$ cat src/hdl/crc16fr_pkg.sv
// ----------------------------------------------------------------------------
// CRC-16 step unit package
// Item kinds, polynomial constants and the forward and reverse byte steps
// of the non-reflected CCITT polynomial 0x1021.
// ----------------------------------------------------------------------------
package crc16fr_pkg;

   typedef logic [1:0]  kind_type;
   typedef logic [15:0] crc_type;
   typedef logic [7:0]  byte_type;

   localparam kind_type KIND_FORWARD = 2'd0;
   localparam kind_type KIND_REVERSE = 2'd1;
   localparam kind_type KIND_LOAD    = 2'd2;

   localparam crc_type CRC_POLY = 16'h1021;
   localparam crc_type CRC_TOP  = 16'h8000;

   // Fold one byte in, most significant bit first.
   function automatic crc_type crc_fold_byte(input crc_type reg_value, input byte_type data);
      crc_type r;
      r = reg_value ^ {data, 8'h00};
      for (int k = 0; k < 8; k++) begin
         if (r[15]) begin
            r = {r[14:0], 1'b0} ^ CRC_POLY;
         end else begin
            r = {r[14:0], 1'b0};
         end
      end
      return r;
   endfunction

   // Exact inverse of the fold. The polynomial has bit 0 set, so bit 0 of
   // each shifted value tells whether the polynomial was applied.
   function automatic crc_type crc_unfold_byte(input crc_type reg_value, input byte_type data);
      crc_type r;
      logic    top;
      r = reg_value;
      for (int k = 0; k < 8; k++) begin
         top = r[0];
         if (top) begin
            r = r ^ CRC_POLY;
         end
         r = {top, r[15:1]};
      end
      return r ^ {data, 8'h00};
   endfunction

endpackage

$ cat src/hdl/crc16_forward_reverse_step_unit.sv
// ----------------------------------------------------------------------------
// CRC-16 forward/reverse step unit
// Throughput: one beat per cycle unless the receiver stalls the result slot.
// The byte step is one XOR network between the input register and the CRC
// register, which also drives the result port.
// Reset clears the CRC register to zero and empties both stages.
// ----------------------------------------------------------------------------
module crc16_forward_reverse_step_unit
   import crc16fr_pkg::*;
(
   input  logic        clock,
   input  logic        reset,
   input  logic        req_valid,
   output logic        req_stall,
   input  logic [1:0]  req_kind,
   input  logic [7:0]  req_data_byte,
   input  logic [15:0] req_load_value,
   output logic        rsp_valid,
   input  logic        rsp_stall,
   output logic [15:0] rsp_checksum
);

   logic     in_valid_ff;
   logic     in_valid_in;
   kind_type in_kind_ff;
   byte_type in_byte_ff;
   crc_type  in_load_ff;
   logic     out_valid_ff;
   logic     out_valid_in;
   crc_type  crc_ff;
   crc_type  crc_in;
   logic     out_free;
   logic     advance;
   logic     req_take;

   // The CRC register only changes when a beat moves into the result slot,
   // so it doubles as the result payload.
   assign out_free  = !out_valid_ff || !rsp_stall;
   assign advance   = in_valid_ff && out_free;
   assign req_stall = in_valid_ff && !out_free;
   assign req_take  = req_valid && !req_stall;

   always_comb begin
      case (in_kind_ff)
         KIND_FORWARD: crc_in = crc_fold_byte(crc_ff, in_byte_ff);
         KIND_REVERSE: crc_in = crc_unfold_byte(crc_ff, in_byte_ff);
         KIND_LOAD:    crc_in = in_load_ff;
         default:      crc_in = crc_ff;
      endcase
   end

   always_comb begin
      in_valid_in = in_valid_ff;
      if (req_take) begin
         in_valid_in = 1'b1;
      end else if (advance) begin
         in_valid_in = 1'b0;
      end
      out_valid_in = out_valid_ff;
      if (advance) begin
         out_valid_in = 1'b1;
      end else if (!rsp_stall) begin
         out_valid_in = 1'b0;
      end
   end

   always_ff @(posedge clock) begin
      if (reset) begin
         in_valid_ff  <= 1'b0;
         out_valid_ff <= 1'b0;
         crc_ff       <= '0;
      end else begin
         in_valid_ff  <= in_valid_in;
         out_valid_ff <= out_valid_in;
         if (advance) begin
            crc_ff <= crc_in;
         end
      end
   end

   always_ff @(posedge clock) begin
      if (req_take) begin
         in_kind_ff <= req_kind;
         in_byte_ff <= req_data_byte;
         in_load_ff <= req_load_value;
      end
   end

   assign rsp_valid    = out_valid_ff;
   assign rsp_checksum = crc_ff;

endmodule

$ cat config.mk
export PLATFORM = sky130hd
export DESIGN_NAME = crc16_forward_reverse_step_unit
export DESIGN_NICKNAME = d
export VERILOG_FILES = /design/src/hdl/crc16fr_pkg.sv /design/src/hdl/crc16_forward_reverse_step_unit.sv
export SDC_FILE = /design/constraint.sdc
export NUM_CORES = 1
export LEC_CHECK = 0
export BUFFER_PORTS_ARGS = -buffer_cell sky130_fd_sc_hd__buf_2
export CORE_UTILIZATION = 28
export CTS_CLUSTER_SIZE = 14
export DETAILED_ROUTE_END_ITERATION = 10
export PLACE_DENSITY = 0.57
export REMOVE_ABC_BUFFERS = 1
export SKIP_CTS_REPAIR_TIMING = 1
export SLEW_MARGIN = 25
export SYNTH_ARGS = -nofsm -noshare
export SYNTH_HDL_FRONTEND = slang
export SYNTH_SLANG_ARGS = --single-unit
$ cat constraint.sdc
create_clock -name clock -period 2.5 [get_ports clock]
set_input_delay 0.25 -clock clock [delete_from_list [all_inputs] [get_ports clock]]
set_output_delay 0.25 -clock clock [all_outputs]
set_load 0.01 [all_outputs]
==> run_results.csv <==
group,metric,value,unit
run_status,status,"finished clean",
hold_path,holdPathEnd,"in_load_ff[6]",
setup_path,r2r_setup_slack,0.55,ns
detailed_routing,num_vias,1718,
floorplan,die_x,93.97,um
timing,finalCriticalPeriod,1.950,ns
setup_path,critical_path.top_delay_family,"compound AO/OA/AOI/OAI gates",
yosys,ys_ff_latch,44,
setup_path,r2r_start,"in_kind_ff[0]",
finish,drive_gt1_share,28.00,%
timing,hold_viol,0,
clocking,insertion_delay,0.30,ns
floorplan,die_h,93.97,um
setup_path,crit_path_end_kind,"flip-flop",
clocking,h-tree-depth,2,
hold_path,hold_depth,1,
timing,fmax,512.7,MHz
yosys,synth_common_cells,"26 x edfxtp_1, 22 x xnor2_1, 18 x dfxtp_1, 18 x nand2_1, 13 x xor2_1",
clocking,numCtsBuffers,5,
yosys,synth.area.top_cells,"edfxtp_1 33%, dfxtp_1 15%, xnor2_1 8.1%",
detailed_routing,avgViaCountPerCell,4.839,
setup_path,crit_slowest_cell,"edfxtp_1",
timing,slew_headroom,56.22,%
yosys,async_flop_share,0,%
yosys,yosys_warnings,0,
timing,worst_slew_pin_slew,0.6567,ns
yosys,synth.top_cell.area_share,32.96,%
detailed_routing,drc,0,
placed_design,place_congestion,0.7768,
clocking,cts_root_buffer,"clkbuf_8",
yosys,synth_most_common_cell,"edfxtp_1",
hold_path,hold_class,"in2reg",
setup_path,arrival,2.15,ns
yosys,postSynthAreaPerCell,11.39,um2
yosys,syn_area,2369,um2
setup_path,cp_max_fo,7,
detailed_routing,ant_nets,0,
setup_path,worst-path-buf-inv,0,
power,leakage,1.131,nW
timing,slew_violations,0,
finish,fillerInstances,842,
clocking,clkSlewWorstSetupHoldPaths,0.08,ns
floorplan,ioPinCount,48,
finish,final_cells,355,
placed_design,hpwlAfterDp,3863,um
timing,setup-violations-final,0,
finish,utilization,33.97,%
timing,rsz0062_at_grt,"no",
grt,grt.total_usage,12.43,%
timing,whs,0.1236,ns
detailed_routing,wl_per_cell,14.67,um
placed_design,place_inst,347,
yosys,synth_edf_count,26,
job,drv_cap,0,
clocking,cts_tree,"done",
setup_path,path_cells,"ha_1 > and2b_1 > nand3_1 > a41o_1 > o41ai_1",
setup_path,crit_required,2.70,ns
power,vdd_drop_max,0.2630,mV
grt,grt_pass1_wl,8266,um
detailed_routing,drt_iter0_markers,140,
grt,grt_pass1_vias,1544,
setup_path,r2r_end,"rsp_checksum[8]",
floorplan,start_util,28.83,%
setup_path,crit_type,"reg2reg",
setup_path,startpoint_type,"flip-flop",
floorplan,die_area,8830,um2
floorplan,coreArea,8217,um2
finish,antenna_cells,0,
finish,synthToLayoutAreaGrowth,17.86,%
floorplan,floorplan.rows,33,
yosys,synth_ff_type,"edfxtp_1",
timing,tns,0,ns
timing,period_share,78.02,%
setup_path,ff2ff_path_depth,5,
setup_path,cp_slowest_stage_delay,0.43,ns
grt,grt.overflow.total,0,
yosys,ys_seq_area_share,48.18,%
clocking,clockBufferDepth,2,
clocking,cts.sinks,44,
detailed_routing,drt-total-wl,5208,um
yosys,yosysTopAreaCell,"edfxtp_1",
hold_path,holdCritStartpoint,"req_load_value[6]",
power,p_total,1.758,mW
grt,grt_start_max_net_pins,27,
finish,nets,282,
detailed_routing,first_pass_iters,4,
power,p_per_area,629.9,nW/um2
placed_design,numPortBuffers,47,
yosys,synth_cell_types,48,
yosys,syn_inst,208,
timing,skew,0.005350,ns
grt,antenna_found_initial,0,
kinds of logic after synthesis:
| group | synth area share (%) |
|---|---|
| simple gates | 11.67 |
| xor+xnor | 19.65 |
| compound gates | 14.21 |
| mux | 0.8453 |
| flops | 48.18 |
| fa+ha+maj | 1.585 |
| buf+inv | 3.856 |
through the flow:
step	worst slack [ns]	area (um2)
after floorplan	0.3166	2292
after global placement	0.6305	2684
after detailed placement	0.5518	2684
after CTS	0.5322	2791
after global routing	0.3885	2791
final	0.5496	2791
routing by layer:
metal  track usage [%]  share of wire [%]  vias up  wire, um
met4             3.846                1.0        0        53
li1                  -                  -      844         -
met3             2.913                5.8        4       303
met5                 0                  0        -         0
met1             16.39                 46      816      2382
met2             20.07                 47       54      2468
layout by cell type, fill, tap and decap left out, drive strengths merged, types with 3 or more instances in the layout:
| cell type | instances |
|---|---|
| a21oi | 5 |
| a221oi | 9 |
| a311oi | 5 |
| and2 | 4 |
| and3 | 4 |
| buf | 50 |
| clkbuf | 6 |
| dfxtp | 18 |
| edfxtp | 26 |
| ha | 3 |
| inv | 3 |
| nand2 | 18 |
| nand3 | 8 |
| nor2 | 7 |
| nor3 | 3 |
| o21ai | 3 |
| o22ai | 4 |
| o41ai | 4 |
| xnor2 | 27 |
| xor2 | 15 |
sequential cells by signal, indices dropped and copies added, names as in the netlist:
register	cells
in_byte_ff	8
in_kind_ff	2
in_load_ff	16
in_valid_ff	1
rsp_checksum	16
rsp_valid	1
area by class of cell:
| class | count | area, um2 | share of cell area (%) |
|---|---|---|---|
| clock buffers | 6 | 72.57 | 2.600 |
| clock inverters | 2 | 35.03 | 1.255 |
| inverters | 4 | 15.01 | 0.5379 |
| multi-input cells | 144 | 1139 | 40.79 |
| flip-flops and latches | 44 | 1141 | 40.88 |
| well taps | 105 | 131.4 | 4.706 |
| repair buffers | 50 | 257.7 | 9.234 |
power by group:
group	switching [mW]	leakage, nW	internal (mW)	total (mW)
clock network	0.238	0.0552	0.297	0.534
registers	0.0521	0.401	0.815	0.867
logic	0.184	0.675	0.173	0.357
how the worst max path moves through the flow:
stage	start	end	slack (ns)	cells after the start
after floorplan	rsp_valid	in_byte_ff[0]	0.32	2
after global placement	in_kind_ff[0]	rsp_checksum[8]	0.63	5
after detailed placement	in_kind_ff[0]	rsp_checksum[8]	0.55	5
after CTS	in_kind_ff[0]	rsp_checksum[8]	0.53	5
after global routing	in_kind_ff[0]	rsp_checksum[8]	0.39	5
final	in_kind_ff[0]	rsp_checksum[8]	0.55	5
(Power assumes the default switching activity.)
